[src/rtl/core/partition_load_hotspot_monitor_core_defines.svh]
// Assertion macros for the partition load hotspot monitor.
// No dependencies.
`ifndef PARTITION_LOAD_HOTSPOT_MONITOR_CORE_DEFINES_SVH
`define PARTITION_LOAD_HOTSPOT_MONITOR_CORE_DEFINES_SVH
// Implication checked at every rising clock edge, off during reset.
`define PLHM_ASSERT_IMP(label, clk, rst_n, a, b) \
  label: assert property (@(posedge clk) disable iff (!rst_n) (a) |-> (b)) \
    else $error("assertion failed");
// Next-cycle implication checked at every rising clock edge, off during reset.
`define PLHM_ASSERT_NXT(label, clk, rst_n, a, b) \
  label: assert property (@(posedge clk) disable iff (!rst_n) (a) |=> (b)) \
    else $error("assertion failed");
`endif

[src/rtl/core/plhm_pkg.sv]
// Shared types and constants for the partition load hotspot monitor.
// No dependencies.
package plhm_pkg;
  localparam int RATE_W = 42;
  localparam int THR_W  = 44;
  localparam int CPU_W  = 24;
  localparam int ITV_W  = 16;
  localparam int WIN_W  = 8;
  localparam int CFG_W  = 44;
  localparam int OP_W   = 3;

  localparam logic [OP_W-1:0] OP_ACCESS = 3'd0;
  localparam logic [OP_W-1:0] OP_CPU    = 3'd1;
  localparam logic [OP_W-1:0] OP_DETECT = 3'd2;
  localparam logic [OP_W-1:0] OP_CLEAR  = 3'd3;
  localparam logic [OP_W-1:0] OP_QUERY  = 3'd4;

  localparam logic [1:0] REG_INTERVAL = 2'd0;
  localparam logic [1:0] REG_RATE_THR = 2'd1;
  localparam logic [1:0] REG_CPU_THR  = 2'd2;
  localparam logic [1:0] REG_WINDOW   = 2'd3;

  localparam logic [RATE_W-1:0] RATE_MAX = {RATE_W{1'b1}};
  localparam int unsigned RATE_SCALE = 1000;
  localparam int unsigned WIN_DEFAULT = 10;

  // Commands from controller to datapath
  typedef struct packed {
    logic latch;      // capture input item
    logic do_access;  // apply access update
    logic cpu_start;  // start cpu average division
    logic cpu_commit; // write divided average back
    logic do_clear;   // clear all counters
    logic div_start;  // start a rate division
    logic scan_div;   // rate division reads the scan entry
    logic [1:0] div_sel; // 0 read, 1 write, 2 sum
    logic div_store;  // keep division result
    logic scan_clear; // reset best and candidate count
    logic scan_eval;  // evaluate one candidate
    logic scan_mark;  // mark best as emitted
    logic emit_det;   // emit best as detect result
    logic emit_none;  // emit empty detect answer
    logic emit_query; // emit query answer
    logic set_last;   // last flag for this emission
  } plhm_cmd_t;

  // Status from datapath to controller
  typedef struct packed {
    logic div_done;
    logic best_valid;
    logic one_left;   // only one candidate found in the last pass
  } plhm_sts_t;
endpackage

[src/rtl/core/plhm_ctrl.sv]
// Controller state machine sequencing ops over the datapath.
// Depends on plhm_pkg.
`include "partition_load_hotspot_monitor_core_defines.svh"
module plhm_ctrl #(
  parameter int PARTITIONS = 16
) (
  input  logic                          clk,
  input  logic                          rst_n,
  input  logic                          start,
  input  logic [plhm_pkg::OP_W-1:0]     in_op,
  output logic                          busy,
  output plhm_pkg::plhm_cmd_t           cmd,
  input  plhm_pkg::plhm_sts_t           sts,
  output logic [$clog2(PARTITIONS)-1:0] scan_idx
);
  localparam int IDX_W = $clog2(PARTITIONS);
  localparam logic [3:0] S_IDLE   = 4'd0;
  localparam logic [3:0] S_DISP   = 4'd1;
  localparam logic [3:0] S_CPUW   = 4'd2;
  localparam logic [3:0] S_QDIV   = 4'd3;
  localparam logic [3:0] S_QWAIT  = 4'd4;
  localparam logic [3:0] S_QEMIT  = 4'd5;
  localparam logic [3:0] S_DDIV   = 4'd6;
  localparam logic [3:0] S_DWAIT  = 4'd7;
  localparam logic [3:0] S_DEVAL  = 4'd8;
  localparam logic [3:0] S_DEMIT  = 4'd9;
  localparam logic [3:0] S_CPUS   = 4'd11;

  logic [3:0] state_r, state_nxt;
  logic [plhm_pkg::OP_W-1:0] op_r;
  logic [IDX_W-1:0] idx_r, idx_nxt;
  logic [1:0] sel_r, sel_nxt;
  logic any_r, any_nxt;

  assign busy = (state_r != S_IDLE);
  assign scan_idx = idx_r;

  always_comb begin
    cmd = '0;
    state_nxt = state_r;
    idx_nxt = idx_r;
    sel_nxt = sel_r;
    any_nxt = any_r;
    cmd.div_sel = sel_r;
    case (state_r)
      S_IDLE: begin
        if (start) begin
          cmd.latch = 1'b1;
          state_nxt = S_DISP;
        end
      end
      S_DISP: begin
        case (op_r)
          plhm_pkg::OP_ACCESS: begin
            cmd.do_access = 1'b1;
            state_nxt = S_IDLE;
          end
          plhm_pkg::OP_CPU: begin
            cmd.cpu_start = 1'b1;
            state_nxt = S_CPUS;
          end
          plhm_pkg::OP_CLEAR: begin
            cmd.do_clear = 1'b1;
            state_nxt = S_IDLE;
          end
          plhm_pkg::OP_QUERY: begin
            sel_nxt = 2'd0;
            state_nxt = S_QDIV;
          end
          plhm_pkg::OP_DETECT: begin
            idx_nxt = '0;
            sel_nxt = 2'd0;
            any_nxt = 1'b0;
            cmd.scan_clear = 1'b1;
            state_nxt = S_DDIV;
          end
          default: state_nxt = S_IDLE;
        endcase
      end
      S_CPUS: state_nxt = S_CPUW;
      S_CPUW: begin
        if (sts.div_done) begin
          cmd.cpu_commit = 1'b1;
          state_nxt = S_IDLE;
        end
      end
      S_QDIV: begin
        cmd.div_start = 1'b1;
        state_nxt = S_QWAIT;
      end
      S_QWAIT: begin
        if (sts.div_done) begin
          cmd.div_store = 1'b1;
          if (sel_r == 2'd2) state_nxt = S_QEMIT;
          else begin
            sel_nxt = sel_r + 2'd1;
            state_nxt = S_QDIV;
          end
        end
      end
      S_QEMIT: begin
        cmd.emit_query = 1'b1;
        state_nxt = S_IDLE;
      end
      S_DDIV: begin
        cmd.div_start = 1'b1;
        cmd.scan_div = 1'b1;
        state_nxt = S_DWAIT;
      end
      S_DWAIT: begin
        if (sts.div_done) begin
          cmd.div_store = 1'b1;
          if (sel_r == 2'd1) state_nxt = S_DEVAL;
          else begin
            sel_nxt = 2'd1;
            state_nxt = S_DDIV;
          end
        end
      end
      S_DEVAL: begin
        cmd.scan_eval = 1'b1;
        sel_nxt = 2'd0;
        if (idx_r == IDX_W'(PARTITIONS - 1)) begin
          idx_nxt = '0;
          state_nxt = S_DEMIT;
        end else begin
          idx_nxt = idx_r + 1'b1;
          state_nxt = S_DDIV;
        end
      end
      S_DEMIT: begin
        // emit the pass winner; it is last when it was the only candidate left
        if (sts.best_valid) begin
          cmd.scan_mark = 1'b1;
          cmd.emit_det = 1'b1;
          cmd.set_last = sts.one_left;
          any_nxt = 1'b1;
          if (sts.one_left) state_nxt = S_IDLE;
          else begin
            cmd.scan_clear = 1'b1;
            state_nxt = S_DDIV;
          end
        end else begin
          if (!any_r) cmd.emit_none = 1'b1;
          state_nxt = S_IDLE;
        end
      end
      default: state_nxt = S_IDLE;
    endcase
  end

  always_ff @(posedge clk) begin
    if (start && !busy) op_r <= in_op;
    if (!rst_n) begin
      state_r <= S_IDLE;
      idx_r <= '0;
      sel_r <= '0;
      any_r <= 1'b0;
    end else begin
      state_r <= state_nxt;
      idx_r <= idx_nxt;
      sel_r <= sel_nxt;
      any_r <= any_nxt;
    end
  end

  `PLHM_ASSERT_IMP(a_idle_no_cmd, clk, rst_n, state_r == S_IDLE,
    !cmd.emit_det && !cmd.emit_query && !cmd.div_start)
  `PLHM_ASSERT_NXT(a_accept_busy, clk, rst_n, start && !busy, busy)
  `PLHM_ASSERT_NXT(a_last_idle, clk, rst_n, cmd.emit_det && cmd.set_last,
    state_r == S_IDLE)
endmodule

[config.mk]
export PLATFORM = sky130hd
export DESIGN_NAME = plhm_ctrl
export DESIGN_NICKNAME = d
export VERILOG_FILES = /design/src/rtl/core/plhm_pkg.sv /design/src/rtl/core/plhm_ctrl.sv
export VERILOG_INCLUDE_DIRS = /design/src /design/src/rtl/core
export SDC_FILE = /design/constraint.sdc
export NUM_CORES = 1
export LEC_CHECK = 0
export ABC_AREA = 0
export BUFFER_PORTS_ARGS = -buffer_cell sky130_fd_sc_hd__buf_2
export CAP_MARGIN = 20
export CORE_MARGIN = 2
export CORE_UTILIZATION = 48
export DETAILED_ROUTE_END_ITERATION = 16
export PLACE_DENSITY = 0.76
export SKIP_CTS_REPAIR_TIMING = 1
export SKIP_LAST_GASP = 1
export SYNTH_ARGS = -nofsm -noshare
export SYNTH_HDL_FRONTEND = slang
export SYNTH_SLANG_ARGS = --single-unit
[constraint.sdc]
create_clock -name clk -period 2 [get_ports clk]
set_input_delay 0.4 -clock clk [delete_from_list [all_inputs] [get_ports clk]]
set_output_delay 0.4 -clock clk [all_outputs]
set_load 0.005 [all_outputs]
==> impl_metrics.env, run 1 <==
export IMPL_die_height_um=49.35
export IMPL_synth_cells=127
export IMPL_skew_ps=2.391
export IMPL_fill_cells=184
export IMPL_synth_edf_count=3
export IMPL_synth_area_sq_um=987.2
export IMPL_slew_violations=0
export IMPL_multiInputGateArea_sq_um=668.1
export IMPL_timing_final_ws_setup_ps=-251.8
export IMPL_io_buffers=30
export IMPL_worstPathArrival_ps=1850
export IMPL_initial_utilization=0.5084
export IMPL_clk_pin_slew_ps=80
export IMPL_powerDensity_nw_per_um2=549.6
export IMPL_overflow=0
export IMPL_synth_cell_types=39
export IMPL_grt_antenna_before_repair=0
export IMPL_clkLatencyLatePin_ps=280
export IMPL_synthToLayoutAreaGrowth_pct=31.31
export IMPL_ys_seq_area_frac=0.3143
export IMPL_rsz0062_at_grt="true"
export IMPL_tightest_slew_ps=573.8
export IMPL_ctsLongestPathBuffers=2
export IMPL_max_slew_margin=0.6139
export IMPL_synthesis_nets=139
export IMPL_wirelength_um=2743
export IMPL_io_pins=31
export IMPL_cts_buffers=3
export IMPL_hold_violations=0
export IMPL_hp_class="primary input to flop"
export IMPL_drive_gt1_frac=0.3515
export IMPL_placed_cell_area_sq_um=1220
export IMPL_clkSinkCount=14
export IMPL_crit_fanout=2
export IMPL_critPathCaptureType="output pin"
export IMPL_path_cells="or4b_4, or4b_4, o21ai_2, buf_2"
export IMPL_fin_crit_sh=1.126
export IMPL_synth_warnings=0
export IMPL_wl_per_cell_um=14.29
export IMPL_cp_required_ps=1600
export IMPL_dr_pass1_iters=4
export IMPL_die_x_um=49.35
export IMPL_syn_avg_cell_area_sq_um=7.773
export IMPL_finalPower_uw=712.5
export IMPL_place_congestion=0.9396
export IMPL_drc_errors=0
export IMPL_grt_util_all_layers=0.2284
export IMPL_vias=1104
export IMPL_start_kind="flop"
export IMPL_area_sequential_sq_um=310.3
export IMPL_fmax_mhz=444.1
export IMPL_drt_initial_drc_count=39
export IMPL_outcome="complete, but fails checks"
export IMPL_cp_slowest_cell="or4b_4"
export IMPL_final_nets=178
export IMPL_root_buffer="clkbuf_4"
export IMPL_rrSetupSlack_ps=130
export IMPL_p_leak_nw=0.5802
export IMPL_htreeDepth=1
export IMPL_antenna_cells=0
export IMPL_max_vdd_ir_drop_v=0.0003099
export IMPL_crit_type="flop to output pin"
export IMPL_hpwl_um=2103
export IMPL_grt_pass1_vias=951
export IMPL_post_drt_via_cell_ratio=5.750
export IMPL_cp_common_cell="or4b_4"
export IMPL_synth_ff_type="dfxtp_1"
export IMPL_final_antenna_net_count=0
export IMPL_drv_cap=0
export IMPL_tritoncts="built"
export IMPL_cpPeakStageDelay_ps=540
export IMPL_async_flop_share=0
export IMPL_die_area_sq_um=2435
export IMPL_design_core_area_sq_um=1942
export IMPL_fin_crit_ps=2252
export IMPL_grt_pass1_wl_um=4278
export IMPL_final_area_sq_um=1296
export IMPL_ys_ff_latch=14
export IMPL_rows=16
export IMPL_violations="setup timing"
export IMPL_grt_max_degree=16
export IMPL_final_setup_viol_count=2
[per-layer routing]
metal,vias to the layer above,routed length [um],track usage
met5,-,0,0
met2,45,1419,0.3919
met4,0,28,0.08571
met1,518,1111,0.2841
li1,539,-,-
met3,2,184,0.03681
[cell type report]
cell class              instances  share of cell area
multi-input cells              99              0.5154
flip-flops and latches         14              0.2394
repair buffers                 40              0.1737
well taps                      27             0.02606
inverters                       8             0.02510
clock buffers                   4             0.02027
[per-stage QoR]
step / setup slack, ps / TNS [ps] / instances / util / hold slack, ps
floorplan: 108.5 / 0 / 127 / - / 458.5
global placement: 69.22 / 0 / 188 / 0.6282 / 453.9
detailed placement: 57.47 / 0 / 188 / 0.6282 / 474.1
CTS: -258.0 / -671.0 / 192 / 0.6418 / 282.4
global route: -309.9 / -610.7 / 192 / 0.6675 / 276.9
finish: -251.8 / -349.0 / 192 / 0.6675 / 291.4
[worst max-delay path, delay by kind of cell, from the launching register on]
kind,cells,cell delay [ps]
AND/OR/NAND/NOR,2,1060
flip-flops,1,320
AO/OA/AOI/OAI,1,70
buffers and inverters,1,120
[cells in the final DEF, fill, tap and decap left out, types with 2 or more instances in the layout]
cell	synthesis	layout
buf_2	0	30
nor2_1	16	16
dfxtp_1	11	11
buf_4	1	10
nand2_1	9	9
o21ai_0	9	8
inv_1	8	7
a21oi_1	7	7
nand3_1	6	6
nor2b_1	6	5
and2_1	3	3
or4b_4	2	3
xnor2_1	3	3
nand2b_1	3	3
nor4_1	5	3
ha_1	3	3
clkbuf_4	0	3
edfxtp_1	3	3
o21ai_2	1	2
nor4_2	0	2
and3_1	2	2
a211oi_1	2	2
nand3b_1	2	2
[where the power goes]
part	leakage, nW	internal [mW]	switching [mW]	total, mW
sequential	0.118	0.303	0.0187	0.322
clock	0.0150	0.0774	0.0949	0.172
combinational	0.448	0.0998	0.118	0.218
total	0.580	0.480	0.232	0.712
[worst paths after layout]
kind	startpoint	depth (start not counted)	end
setup / recovery	state_r[1]	4	cmd[6]
setup reg to reg	state_r[1]	7	scan_idx[2]
hold reg to reg	scan_idx[3]	1	scan_idx[3]
hold / removal	in_op[1]	1	op_r[1]
[cell usage after synthesis, drive strengths merged (3+ instances only)]
cell type,count,share of area
nor2b,6,0.038
nand2b,3,0.019
inv,8,0.030
ha,3,0.038
dfxtp,11,0.22
nor2,16,0.061
nand2,9,0.034
edfxtp,3,0.091
o21ai,10,0.054
xnor2,3,0.027
nand3,6,0.030
and2,3,0.019
or4b,3,0.038
nor4,5,0.032
a21oi,8,0.044
clkbuf,5,0.019
[kinds of logic (layout without fill, tap and decap cells)]
kind of cell | after synthesis | after routing | synth area share
buffers and inverters | 14 | 52 | 0.05704
XOR/XNOR | 3 | 3 | 0.02662
adder cells (fa/ha/maj) | 3 | 3 | 0.03803
AO/OA/AOI/OAI | 30 | 30 | 0.2079
AND/OR/NAND/NOR | 63 | 63 | 0.3562
flip-flops | 14 | 14 | 0.3143
[sequential cells by signal (all words and copies together) (netlist names)]
signal,flops
sel_r,2
op_r,3
scan_idx,4
state_r,4
any_r,1
Power figures use the tool's default switching activity.
==> inputs of run 2 (changes only) <==
--- a/config.mk
+++ b/config.mk
@@ -9,10 +9,13 @@
 export ABC_AREA = 0
 export BUFFER_PORTS_ARGS = -buffer_cell sky130_fd_sc_hd__buf_2
 export CAP_MARGIN = 20
+export CELL_PAD_IN_SITES_DETAIL_PLACEMENT = 0
+export CELL_PAD_IN_SITES_GLOBAL_PLACEMENT = 1
 export CORE_MARGIN = 2
-export CORE_UTILIZATION = 48
+export CORE_UTILIZATION = 30
 export DETAILED_ROUTE_END_ITERATION = 16
-export PLACE_DENSITY = 0.76
+export PLACE_DENSITY_LB_ADDON = 0.1
+export SETUP_SLACK_MARGIN = 0.4
 export SKIP_CTS_REPAIR_TIMING = 1
 export SKIP_LAST_GASP = 1
 export SYNTH_ARGS = -nofsm -noshare
==> impl_metrics.env, run 2 (same netlist as run 1, synthesis figures left out) <==
export IMPL_hpwl_um=2213
export IMPL_swShare=0.3209
export IMPL_vias=1134
export IMPL_fin_crit_ps=2216
export IMPL_skew_ps=1.310
export IMPL_fmax_mhz=451.2
export IMPL_synthToLayoutAreaGrowth_pct=60.71
export IMPL_cts_buffers=3
export IMPL_crit_start="state_r[3]"
export IMPL_clk_pin_slew_ps=80
export IMPL_hp_class="primary input to flop"
export IMPL_min_from="in_op[1]"
export IMPL_die_height_um=61.37
export IMPL_min_path_cells=1
export IMPL_path_buf_inv=1
export IMPL_overflow=0
export IMPL_p_seq_frac=0.403
export IMPL_hold_violations=0
export IMPL_cpPeakStageDelay_ps=540
export IMPL_layout_common_cells="27 x buf_2, 16 x buf_4, 13 x nor2_1"
export IMPL_crit_cells=4
export IMPL_place_congestion=0.8449
export IMPL_max_slew_margin=0.7270
export IMPL_p_clk_frac=0.209
export IMPL_fin_crit_sh=1.108
export IMPL_pwr_share_comb=0.388
export IMPL_drt_initial_drc_count=86
export IMPL_fin_cells=224
export IMPL_die_x_um=61.37
export IMPL_antenna_cells=0
export IMPL_place_worst_setup_slack_ps=74.60
export IMPL_clkLatencyLatePin_ps=280
export IMPL_grt_pass1_vias=968
export IMPL_design_core_area_sq_um=3103
export IMPL_tritoncts="built"
export IMPL_finalPower_uw=813.1
export IMPL_drc_errors=0
export IMPL_max_vdd_ir_drop_v=0.0002027
export IMPL_final_nets=193
export IMPL_drive_gt1_frac=0.4889
export IMPL_holdWs_ps=288.4
export IMPL_r2r_start="state_r[1]"
export IMPL_clkSinkCount=14
export IMPL_ctsLongestPathBuffers=2
export IMPL_drv_cap=0
export IMPL_crit_fanout=2
export IMPL_cp_required_ps=1600
export IMPL_rsz0062_at_grt="true"
export IMPL_reg2reg_depth=8
export IMPL_path_cells="or4b_4, or4b_4, o21ai_2, buf_2"
export IMPL_grt_max_degree=16
export IMPL_p_leak_nw=0.6930
export IMPL_slew_violations=0
export IMPL_crit_family="simple AND/OR/NAND/NOR gates"
export IMPL_cp_slowest_cell="or4b_4"
export IMPL_place_inst=206
export IMPL_final_area_sq_um=1587
export IMPL_io_buffers=30
export IMPL_cp_common_cell="or4b_4"
export IMPL_grt_pass1_wl_um=4650
export IMPL_wirelength_um=3041
export IMPL_worstPathArrival_ps=1820
export IMPL_root_buffer="clkbuf_4"
export IMPL_power_switching_uw=260.9
export IMPL_mostFrequentLayoutCell="buf_2"
export IMPL_setup_tns_ps=-490.8
export IMPL_final_util=0.5113
export IMPL_die_area_sq_um=3766
export IMPL_final_antenna_net_count=0
export IMPL_p_int_uw=552.2
export IMPL_placed_cell_area_sq_um=1266
export IMPL_io_pins=31
export IMPL_grt_util_all_layers=0.1688
export IMPL_crit_type="flop to output pin"
export IMPL_start_kind="flop"
export IMPL_violations="setup timing"
export IMPL_final_setup_viol_count=5
export IMPL_htreeDepth=1
export IMPL_outcome="complete, but fails checks"
export IMPL_rows=20
export IMPL_wl_per_cell_um=13.58
export IMPL_initial_utilization=0.3181
export IMPL_grt_antenna_before_repair=0
export IMPL_powerDensity_nw_per_um2=512.5
export IMPL_tightest_slew_ps=409.5
export IMPL_post_drt_via_cell_ratio=5.063
export IMPL_dr_pass1_iters=4
export IMPL_timing_final_ws_setup_ps=-216.2
export IMPL_critPathCaptureType="output pin"
==> run 2: path summary, 6_finish.rpt <==
path / slack [ps] / endpoint
worst min register to register: 490 / scan_idx[3]
worst min-delay path: 290 / op_r[1]
worst max register to register: 50 / sel_r[0]
worst max-delay path: -220 / cmd[6]
==> run 2: layout make-up <==
| cell class | count | area [sq um] |
|---|---|---|
| clock buffers | 4 | 26.28 |
| multi-input cells | 99 | 757.0 |
| repair buffers | 55 | 402.9 |
| well taps | 44 | 55.05 |
| fillers | 326 | 1516 |
| inverters | 8 | 32.53 |
| flip-flops and latches | 14 | 312.8 |
==> run 2: power groups by stage <==
stage	clock network, mW	registers [mW]	logic, mW
after CTS	0.178	0.321	0.220
after global placement	0	0.326	0.220
after floorplan	0	0.323	0.124
final	0.170	0.328	0.316
after detailed placement	0	0.328	0.219
after global routing	0.193	0.331	0.343
==> run 2: layer usage <==
metal | up-vias | wire length (um) | GRT usage
met5 | - | 0 | 0
met4 | 0 | 54 | 0.07295
met3 | 7 | 116 | 0.02521
met2 | 32 | 1526 | 0.2705
met1 | 527 | 1344 | 0.2258
li1 | 568 | - | -
