==> config.mk <==
export PLATFORM = sky130hd
export DESIGN_NAME = plhm_datapath
export DESIGN_NICKNAME = d
export VERILOG_FILES = /design/src/rtl/core/plhm_pkg.sv /design/src/rtl/core/plhm_divider.sv /design/src/rtl/core/plhm_datapath.sv
export VERILOG_INCLUDE_DIRS = /design/src /design/src/rtl/core
export SDC_FILE = /design/constraint.sdc
export NUM_CORES = 2
export LEC_CHECK = 0
export BUFFER_PORTS_ARGS = -buffer_cell sky130_fd_sc_hd__buf_2
export CAP_MARGIN = 10
export CELL_PAD_IN_SITES_DETAIL_PLACEMENT = 1
export CELL_PAD_IN_SITES_GLOBAL_PLACEMENT = 2
export CORE_MARGIN = 8
export CORE_UTILIZATION = 40
export CTS_BUF_LIST = sky130_fd_sc_hd__clkbuf_16
export DETAILED_ROUTE_END_ITERATION = 7
export PLACE_DENSITY = 0.8
export SLEW_MARGIN = 40
export SYNTH_ARGS = -nofsm -noshare
export SYNTH_HDL_FRONTEND = slang
export SYNTH_SLANG_ARGS = --single-unit
==> constraint.sdc <==
create_clock -name clk -period 11.9 [get_ports clk]
set_input_delay 0.595 -clock clk [delete_from_list [all_inputs] [get_ports clk]]
set_output_delay 0.595 -clock clk [all_outputs]
set_load 0.01 [all_outputs]
==> src/rtl/core/partition_load_hotspot_monitor_core_defines.svh <==
// Assertion macros for the partition load hotspot monitor.
// No dependencies.
`ifndef PARTITION_LOAD_HOTSPOT_MONITOR_CORE_DEFINES_SVH
`define PARTITION_LOAD_HOTSPOT_MONITOR_CORE_DEFINES_SVH
// Implication checked at every rising clock edge, off during reset.
`define PLHM_ASSERT_IMP(label, clk, rst_n, a, b) \
  label: assert property (@(posedge clk) disable iff (!rst_n) (a) |-> (b)) \
    else $error("assertion failed");
// Next-cycle implication checked at every rising clock edge, off during reset.
`define PLHM_ASSERT_NXT(label, clk, rst_n, a, b) \
  label: assert property (@(posedge clk) disable iff (!rst_n) (a) |=> (b)) \
    else $error("assertion failed");
`endif

==> src/rtl/core/plhm_pkg.sv <==
// Shared types and constants for the partition load hotspot monitor.
// No dependencies.
package plhm_pkg;
  localparam int RATE_W = 42;
  localparam int THR_W  = 44;
  localparam int CPU_W  = 24;
  localparam int ITV_W  = 16;
  localparam int WIN_W  = 8;
  localparam int CFG_W  = 44;
  localparam int OP_W   = 3;

  localparam logic [OP_W-1:0] OP_ACCESS = 3'd0;
  localparam logic [OP_W-1:0] OP_CPU    = 3'd1;
  localparam logic [OP_W-1:0] OP_DETECT = 3'd2;
  localparam logic [OP_W-1:0] OP_CLEAR  = 3'd3;
  localparam logic [OP_W-1:0] OP_QUERY  = 3'd4;

  localparam logic [1:0] REG_INTERVAL = 2'd0;
  localparam logic [1:0] REG_RATE_THR = 2'd1;
  localparam logic [1:0] REG_CPU_THR  = 2'd2;
  localparam logic [1:0] REG_WINDOW   = 2'd3;

  localparam logic [RATE_W-1:0] RATE_MAX = {RATE_W{1'b1}};
  localparam int unsigned RATE_SCALE = 1000;
  localparam int unsigned WIN_DEFAULT = 10;

  // Commands from controller to datapath
  typedef struct packed {
    logic latch;      // capture input item
    logic do_access;  // apply access update
    logic cpu_start;  // start cpu average division
    logic cpu_commit; // write divided average back
    logic do_clear;   // clear all counters
    logic div_start;  // start a rate division
    logic scan_div;   // rate division reads the scan entry
    logic [1:0] div_sel; // 0 read, 1 write, 2 sum
    logic div_store;  // keep division result
    logic scan_clear; // reset best and candidate count
    logic scan_eval;  // evaluate one candidate
    logic scan_mark;  // mark best as emitted
    logic emit_det;   // emit best as detect result
    logic emit_none;  // emit empty detect answer
    logic emit_query; // emit query answer
    logic set_last;   // last flag for this emission
  } plhm_cmd_t;

  // Status from datapath to controller
  typedef struct packed {
    logic div_done;
    logic best_valid;
    logic one_left;   // only one candidate found in the last pass
  } plhm_sts_t;
endpackage

==> src/rtl/core/plhm_divider.sv <==
// Restoring serial divider, one quotient bit per cycle.
// Depends on nothing but its parameters.
module plhm_divider #(
  parameter int NUM_W = 64,
  parameter int DEN_W = 16
) (
  input  logic             clk,
  input  logic             rst_n,
  input  logic             start,
  input  logic [NUM_W-1:0] num,
  input  logic [DEN_W-1:0] den,
  output logic             done,
  output logic [NUM_W-1:0] quo
);
  localparam int CNT_W = $clog2(NUM_W + 1);
  logic [NUM_W-1:0] quo_r, quo_nxt;
  logic [DEN_W:0]   rem_r, rem_nxt;
  logic [DEN_W-1:0] den_r;
  logic [CNT_W-1:0] cnt_r, cnt_nxt;
  logic             busy_r, busy_nxt, done_r, done_nxt;
  logic [DEN_W:0]   trial;

  always_comb begin
    quo_nxt = quo_r;
    rem_nxt = rem_r;
    cnt_nxt = cnt_r;
    busy_nxt = busy_r;
    done_nxt = 1'b0;
    trial = {rem_r[DEN_W-1:0], quo_r[NUM_W-1]};
    if (start) begin
      quo_nxt = num;
      rem_nxt = '0;
      cnt_nxt = CNT_W'(NUM_W);
      busy_nxt = 1'b1;
    end else if (busy_r) begin
      // shift in next numerator bit, subtract when it fits
      if (trial >= {1'b0, den_r}) begin
        rem_nxt = trial - {1'b0, den_r};
        quo_nxt = {quo_r[NUM_W-2:0], 1'b1};
      end else begin
        rem_nxt = trial;
        quo_nxt = {quo_r[NUM_W-2:0], 1'b0};
      end
      cnt_nxt = cnt_r - 1'b1;
      if (cnt_r == CNT_W'(1)) begin
        busy_nxt = 1'b0;
        done_nxt = 1'b1;
      end
    end
  end

  always_ff @(posedge clk) begin
    if (start) den_r <= den;
    quo_r <= quo_nxt;
    rem_r <= rem_nxt;
    cnt_r <= cnt_nxt;
    if (!rst_n) begin
      busy_r <= 1'b0;
      done_r <= 1'b0;
    end else begin
      busy_r <= busy_nxt;
      done_r <= done_nxt;
    end
  end

  assign done = done_r;
  assign quo = quo_r;
endmodule

==> src/rtl/core/plhm_datapath.sv <==
// Datapath: partition table, configuration, rate divisions and the detect scan.
// Depends on plhm_pkg and plhm_divider.
`include "partition_load_hotspot_monitor_core_defines.svh"
module plhm_datapath #(
  parameter int PARTITIONS = 16,
  parameter int COUNT_BITS = 32
) (
  input  logic                          clk,
  input  logic                          rst_n,
  input  plhm_pkg::plhm_cmd_t           cmd,
  output plhm_pkg::plhm_sts_t           sts,
  input  logic [$clog2(PARTITIONS)-1:0] scan_idx,
  input  logic                          cfg_we,
  input  logic [1:0]                    cfg_index,
  input  logic [plhm_pkg::CFG_W-1:0]    cfg_data,
  input  logic [3:0]                    in_partition,
  input  logic                          in_is_write,
  input  logic [15:0]                   in_access_count,
  input  logic [plhm_pkg::CPU_W-1:0]    in_cpu_sample,
  output logic                          out_valid,
  output logic                          out_found,
  output logic [3:0]                    out_part_index,
  output logic [plhm_pkg::RATE_W-1:0]   out_read_rate,
  output logic [plhm_pkg::RATE_W-1:0]   out_write_rate,
  output logic [plhm_pkg::CPU_W-1:0]    out_cpu_average,
  output logic                          out_hot,
  output logic                          out_last
);
  localparam int IDX_W = $clog2(PARTITIONS);
  localparam int SUM_W = COUNT_BITS + 1;
  localparam int NUM_W = SUM_W + 10;
  localparam int CPU_W = plhm_pkg::CPU_W;
  localparam int RATE_W = plhm_pkg::RATE_W;
  localparam int ITV_W = plhm_pkg::ITV_W;
  localparam int THR_W = plhm_pkg::THR_W;
  localparam int WIN_W = plhm_pkg::WIN_W;
  localparam int CNUM_W = CPU_W + WIN_W;
  localparam logic [COUNT_BITS-1:0] CNT_MAX = {COUNT_BITS{1'b1}};

  logic [ITV_W-1:0] interval_r;
  logic [THR_W-1:0] rate_thr_r;
  logic [CPU_W-1:0] cpu_thr_r;
  logic [WIN_W-1:0] window_r;

  logic [PARTITIONS-1:0]  present_r, emitted_r;
  logic [COUNT_BITS-1:0]  rd_cnt_r [PARTITIONS];
  logic [COUNT_BITS-1:0]  wr_cnt_r [PARTITIONS];
  logic [CPU_W-1:0]       cpu_avg_r [PARTITIONS];

  logic [3:0]            part_r;
  logic                  is_write_r;
  logic [15:0]           amt_r;
  logic [CPU_W-1:0]      sample_r;
  logic [IDX_W-1:0]      pidx;
  logic                  in_range;

  // Scratch for the entry under work
  logic [RATE_W-1:0] rr_r, wr_r, tot_r;
  logic [IDX_W-1:0]  best_r;
  logic              best_v_r;
  logic [RATE_W:0]   best_tot_r;
  logic [RATE_W-1:0] best_rr_r, best_wr_r;
  logic [IDX_W:0]    elig_cnt_r;

  always_comb begin
    pidx = IDX_W'(part_r);
    in_range = (5'(part_r) < 5'(PARTITIONS)) || (PARTITIONS >= 16);
  end

  // Rate divider input
  logic [IDX_W-1:0]  cur_idx;
  logic [SUM_W-1:0]  cnt_sel;
  logic [NUM_W-1:0]  div_num, div_quo;
  logic              div_done;
  logic [RATE_W-1:0] div_rate;

  assign cur_idx = cmd.scan_div ? scan_idx : pidx;
  always_comb begin
    case (cmd.div_sel)
      2'd0: cnt_sel = SUM_W'(rd_cnt_r[cur_idx]);
      2'd1: cnt_sel = SUM_W'(wr_cnt_r[cur_idx]);
      default: cnt_sel = SUM_W'(rd_cnt_r[cur_idx]) + SUM_W'(wr_cnt_r[cur_idx]);
    endcase
    // count*1000 = count*1024 - count*16 - count*8
    div_num = (NUM_W'(cnt_sel) << 10) - (NUM_W'(cnt_sel) << 4) - (NUM_W'(cnt_sel) << 3);
  end

  plhm_divider #(.NUM_W(NUM_W), .DEN_W(ITV_W)) u_rdiv (
    .clk(clk), .rst_n(rst_n), .start(cmd.div_start), .num(div_num),
    .den(interval_r), .done(div_done), .quo(div_quo)
  );

  always_comb begin
    if (interval_r == '0) div_rate = plhm_pkg::RATE_MAX;
    else if ((div_quo >> RATE_W) != '0) div_rate = plhm_pkg::RATE_MAX;
    else div_rate = div_quo[RATE_W-1:0];
  end

  // Cpu average divider
  logic [WIN_W-1:0]  w_eff;
  logic [CNUM_W-1:0] cnum_r, cquo;
  logic              cdone;
  assign w_eff = (window_r == '0) ? WIN_W'(plhm_pkg::WIN_DEFAULT) : window_r;

  // old*(w-1)+sample, registered before division
  always_ff @(posedge clk) begin
    if (cmd.cpu_start)
      cnum_r <= CNUM_W'(cpu_avg_r[pidx]) * CNUM_W'(w_eff - 1'b1) + CNUM_W'(sample_r);
  end

  logic cstart_r;
  always_ff @(posedge clk) begin
    if (!rst_n) cstart_r <= 1'b0;
    else cstart_r <= cmd.cpu_start;
  end

  plhm_divider #(.NUM_W(CNUM_W), .DEN_W(WIN_W)) u_cdiv (
    .clk(clk), .rst_n(rst_n), .start(cstart_r), .num(cnum_r),
    .den(w_eff), .done(cdone), .quo(cquo)
  );

  assign sts.div_done = div_done | cdone;
  assign sts.best_valid = best_v_r;
  assign sts.one_left = (elig_cnt_r == (IDX_W+1)'(1));

  logic [RATE_W:0] cand_tot;
  logic            cand_hot;
  logic            cand_elig;
  assign cand_tot = {1'b0, rr_r} + {1'b0, wr_r};
  assign cand_hot = ({1'b0, cand_tot} > rate_thr_r) || (cpu_avg_r[scan_idx] > cpu_thr_r);
  assign cand_elig = present_r[scan_idx] && !emitted_r[scan_idx] && cand_hot;

  logic [COUNT_BITS:0] acc_sum;
  always_comb begin
    acc_sum = is_write_r ? {1'b0, wr_cnt_r[pidx]} : {1'b0, rd_cnt_r[pidx]};
    acc_sum = acc_sum + (COUNT_BITS+1)'(amt_r);
  end

  always_ff @(posedge clk) begin
    if (!rst_n) begin
      interval_r <= ITV_W'(1000);
      rate_thr_r <= THR_W'(10000);
      cpu_thr_r <= CPU_W'(52429);
      window_r <= WIN_W'(10);
      present_r <= '0;
      emitted_r <= '0;
      best_v_r <= 1'b0;
      best_tot_r <= '0;
      elig_cnt_r <= '0;
      for (int i = 0; i < PARTITIONS; i++) begin
        rd_cnt_r[i] <= '0;
        wr_cnt_r[i] <= '0;
        cpu_avg_r[i] <= '0;
      end
    end else begin
      if (cfg_we) begin
        case (cfg_index)
          plhm_pkg::REG_INTERVAL: interval_r <= cfg_data[ITV_W-1:0];
          plhm_pkg::REG_RATE_THR: rate_thr_r <= cfg_data[THR_W-1:0];
          plhm_pkg::REG_CPU_THR:  cpu_thr_r  <= cfg_data[CPU_W-1:0];
          plhm_pkg::REG_WINDOW:   window_r   <= cfg_data[WIN_W-1:0];
          default: ;
        endcase
      end
      if (cmd.latch) begin
        part_r <= in_partition;
        is_write_r <= in_is_write;
        amt_r <= in_access_count;
        sample_r <= in_cpu_sample;
        emitted_r <= '0;
      end
      if (cmd.div_store) begin
        case (cmd.div_sel)
          2'd0: rr_r <= div_rate;
          2'd1: wr_r <= div_rate;
          default: tot_r <= div_rate;
        endcase
      end
      if (cmd.do_access && in_range) begin
        present_r[pidx] <= 1'b1;
        if (is_write_r)
          wr_cnt_r[pidx] <= acc_sum[COUNT_BITS] ? CNT_MAX : acc_sum[COUNT_BITS-1:0];
        else
          rd_cnt_r[pidx] <= acc_sum[COUNT_BITS] ? CNT_MAX : acc_sum[COUNT_BITS-1:0];
      end
      if (cmd.cpu_start && in_range) present_r[pidx] <= 1'b1;
      if (cmd.cpu_commit && in_range) cpu_avg_r[pidx] <= cquo[CPU_W-1:0];
      if (cmd.do_clear) begin
        for (int i = 0; i < PARTITIONS; i++) begin
          rd_cnt_r[i] <= '0;
          wr_cnt_r[i] <= '0;
        end
      end
      if (cmd.scan_clear) begin
        best_v_r <= 1'b0;
        best_tot_r <= '0;
        elig_cnt_r <= '0;
      end
      if (cmd.scan_eval && cand_elig) begin
        elig_cnt_r <= elig_cnt_r + 1'b1;
        // strict greater keeps the lower index on ties
        if (!best_v_r || cand_tot > best_tot_r) begin
          best_v_r <= 1'b1;
          best_r <= scan_idx;
          best_tot_r <= cand_tot;
          best_rr_r <= rr_r;
          best_wr_r <= wr_r;
        end
      end
      if (cmd.scan_mark) emitted_r[best_r] <= 1'b1;
      if (cmd.emit_det) begin
        out_found <= 1'b1;
        out_part_index <= 4'(best_r);
        out_read_rate <= best_rr_r;
        out_write_rate <= best_wr_r;
        out_cpu_average <= cpu_avg_r[best_r];
        out_hot <= 1'b1;
        out_last <= cmd.set_last;
      end else if (cmd.emit_none) begin
        out_found <= 1'b0;
        out_part_index <= '0;
        out_read_rate <= '0;
        out_write_rate <= '0;
        out_cpu_average <= '0;
        out_hot <= 1'b0;
        out_last <= 1'b1;
      end else if (cmd.emit_query) begin
        out_part_index <= part_r;
        out_last <= 1'b1;
        if (in_range) begin
          out_found <= present_r[pidx];
          out_read_rate <= rr_r;
          out_write_rate <= wr_r;
          out_cpu_average <= cpu_avg_r[pidx];
          out_hot <= present_r[pidx] && (({2'b0, tot_r} > rate_thr_r) ||
                     cpu_avg_r[pidx] > cpu_thr_r);
        end else begin
          out_found <= 1'b0;
          out_read_rate <= '0;
          out_write_rate <= '0;
          out_cpu_average <= '0;
          out_hot <= 1'b0;
        end
      end
    end
  end

  always_ff @(posedge clk) begin
    if (!rst_n) out_valid <= 1'b0;
    else out_valid <= cmd.emit_det | cmd.emit_none | cmd.emit_query;
  end

  `PLHM_ASSERT_IMP(a_one_emit, clk, rst_n,
    cmd.emit_det || cmd.emit_none || cmd.emit_query,
    $onehot({cmd.emit_det, cmd.emit_none, cmd.emit_query}))
  `PLHM_ASSERT_IMP(a_det_best, clk, rst_n, cmd.emit_det, best_v_r)
  `PLHM_ASSERT_NXT(a_mark_sets, clk, rst_n, cmd.scan_mark, emitted_r[$past(best_r)])
endmodule

==> results.json <==
{
  "irDropWorstVdd_v": 0.000158,
  "grt_pass1_vias": 89600,
  "hpwl_um": 273000,
  "rsz0062_at_grt": "false",
  "numCtsBuffers": 234,
  "swShare_pct": 33.9,
  "layout_min_cycle_time_ns": 9.56,
  "synth_area_leaders": "edfxtp_1 (47%), mux4_2 (17%), ha_1 (4.4%), nor2_1 (4.1%), dfxtp_1 (3.6%)",
  "finalSetupViolCount": 0,
  "p_leak_uw": 0.0516,
  "die_height_um": 569,
  "crit_type": "flop to flop",
  "hold_viol": 0,
  "ys_ff_latch": 2136,
  "drt_wl_total_um": 430000,
  "grt_overflow": 0,
  "gp_congestion": 0.862,
  "syn_inst": 9433,
  "synth_most_common_cell": "edfxtp_1",
  "ys_seq_area_share_pct": 50.6,
  "fin_skew_ns": 0.0928,
  "syn_area_um2": 122000,
  "postLayoutCellArea_um2": 137000,
  "synth_adder_area_share_pct": 7.75,
  "clock.fmax_mhz": 105,
  "vias": 85300,
  "synth_top_cell_by_area": "edfxtp_1",
  "worstSetupEndpointType": "flop",
  "drive_gt1_share_pct": 21.1,
  "path_delay_family": "compound AO/OA/AOI/OAI gates",
  "cts_tree": "done",
  "h-tree-depth": 4,
  "core-area_um2": 305000,
  "synthMuxAreaShare_pct": 19.0,
  "p_seq_share_pct": 38.2,
  "grt_max_degree": 97,
  "maxCapViolations": 0,
  "cp_num_buf_inv": 4,
  "final_max_slew_viol_count": 0,
  "critPathLaunchType": "flop",
  "firstDrtPassIters": 6,
  "clkSinkCount": 2136,
  "numPortBuffers": 233,
  "drc": 0,
  "yosys.area_share.simple_pct": 11.7,
  "status": "finished, final reports clean",
  "slew_headroom_pct": 39.0,
  "clkLatencyLatePin_ns": 0.96,
  "cellInternalPower_uw": 16000,
  "ys.flop_type": "edfxtp_1",
  "die_x_um": 569,
  "hp-class": "primary input to flop",
  "ys_types": 90,
  "n_fill_cell": 31200,
  "clockRootBuffer": "clkbuf_16",
  "dpl_cell_area_um2": 128000,
  "powerDensity_nw_per_um2": 176,
  "finalCritPeriodShare_pct": 80.3,
  "synth_top_area_share_pct": 46.9,
  "nets": 10200,
  "netlist_top_cells_count": "edfxtp_1 (1913), nor2_1 (1331), mux4_2 (940)",
  "cts_buffer_depth": 4,
  "slowest_stage": "edfxtp_1",
  "worstMarginPinSlew_ns": 0.911,
  "worst-path-max-fanout": 41,
  "avgRoutedWirePerCell_um": 31.2,
  "syn-num-nets": 10200,
  "cp.required_ns": 12.52,
  "pre_cts_ws_ns": 2.18,
  "start_util_pct": 40.1,
  "fin_tns_setup_ns": 0,
  "clockPowerShare_pct": 30.9,
  "grt_pass1_wl_um": 624000,
  "max_stage_delay_ns": 0.71,
  "synth-edff-count": 1913,
  "placementRows": 203,
  "track_usage_pct": 25.9,
  "cp.arrival_ns": 10.18,
  "antenna_found_initial": 32,
  "drt_iter0_markers": 9693,
  "setup_slack_ns": 2.34,
  "ys_warn_count": 0,
  "switchingPower_uw": 8200,
  "clk_pin_slew_ns": 0.06,
  "synth_area_per_cell_um2": 13.0,
  "synth_top_family_by_area": "multiplexers",
  "synthArstFlopShare_pct": 0,
  "viasPerCell": 6.18,
  "p_comb_share_pct": 31.0,
  "ant_nets": 0,
  "synth_compound_area_share_pct": 5.67,
  "die-area_um2": 324000,
  "synthXorXnorAreaFrac_pct": 1.23,
  "area_delta_synth_final_pct": 11.9,
  "io_pins": 234
}
[flip-flops by register name, summed over array words and instances (netlist names), 32 cells and up, named ones only]
| register | cells |
|---|---|
| best_rr_r | 42 |
| best_tot_r | 43 |
| best_wr_r | 42 |
| cnum_r | 32 |
| cpu_avg_r | 384 |
| out_read_rate | 42 |
| out_write_rate | 42 |
| rate_thr_r | 44 |
| rd_cnt_r | 512 |
| rr_r | 42 |
| tot_r | 42 |
| u_cdiv.quo | 32 |
| u_rdiv.quo | 43 |
| wr_cnt_r | 512 |
| wr_r | 42 |
[what timing repair did]
item | CTS | global route
resized for setup | 0 | 0
buffers inserted | 0 | 0
hold endpoints to repair | 91 | 0
hold buffers | 79 | 0
[tightest hold or removal path: stages]
cell	delay, ns
buf_2	0.17
nand2_1	0.08
a21oi_1	0.05
[kinds of logic (layout without fill, tap and decap cells)]
logic type | after synthesis | count (layout)
DFF | 2136 | 2136
muxes | 1136 | 1136
AOI/OAI and AO/OA | 1052 | 1052
xor gates and xnor gates | 172 | 172
other | 0 | 10
adders and majority gates | 634 | 634
buffers and inverters | 1189 | 1455
and+or+nand+nor | 3114 | 3114
[per-stage QoR]
| stage | hold slack (ns) | total power (uW) | std cells | util (%) |
|---|---|---|---|---|
| final | 0.0753 | 24200 | 13800 | 44.9 |
| after global routing | 0.0384 | 25200 | 13800 | 44.9 |
| after CTS | 0.00672 | 24200 | 13800 | 44.8 |
| after detailed placement | 0.442 | 16700 | 13300 | 42.0 |
| after global placement | 0.444 | 16400 | 13300 | 41.9 |
| after floorplan | 0.430 | 14200 | 9433 | - |
[metal layers]
metal  wire (um)  share of wire [%]  GRT usage, %  vias up
li1            -                  -             -    35000
met1      167000                 39          34.1    44600
met2      201000                 47          42.0     4703
met3       42600                9.9          5.56      997
met4       19500                4.5          10.1       22
met5         153              0.036             0        -
[placed cells by master (no fill, tap or decap), drive strengths merged, types with 237 or more instances in the layout]
cell type / instances
a21oi: 322
and2: 456
mux4: 941
edfxtp: 1913
ha: 427
clkbuf: 237
inv: 527
nor2: 1351
buf: 463
nand2: 737
[power by group through the flow]
stage | Clock [uW] | Combinational, uW | Sequential, uW
after floorplan | 0 | 5060 | 9170
after global placement | 0 | 7080 | 9330
after detailed placement | 0 | 7290 | 9370
after CTS | 7570 | 7390 | 9220
after global routing | 7810 | 8140 | 9280
final | 7460 | 7490 | 9230
[path summary, 6_finish.rpt]
check	startpoint	slack [ns]	to	cells past startpoint
worst max-delay path	part_r[1]	2.34	u_rdiv.quo[39]	27
worst min-delay path	cfg_data[10]	0.08	interval_r[10]	3
worst max register to register	part_r[1]	2.34	u_rdiv.quo[39]	27
worst min register to register	rr_r[30]	0.45	best_rr_r[30]	0
[cell type report]
cell class	instances	area, um2	share of cell area, %
Antenna cell	10	25.0	0.0183
Clock buffer	237	5930	4.33
Clock inverter	199	1780	1.30
Inverter	477	1800	1.31
Multi-Input combinational cell	6108	56200	41.0
Sequential cell	2136	61900	45.2
Tap cell	4100	5130	3.74
Timing Repair Buffer	542	4230	3.09
Power figures use the tool's default switching activity.
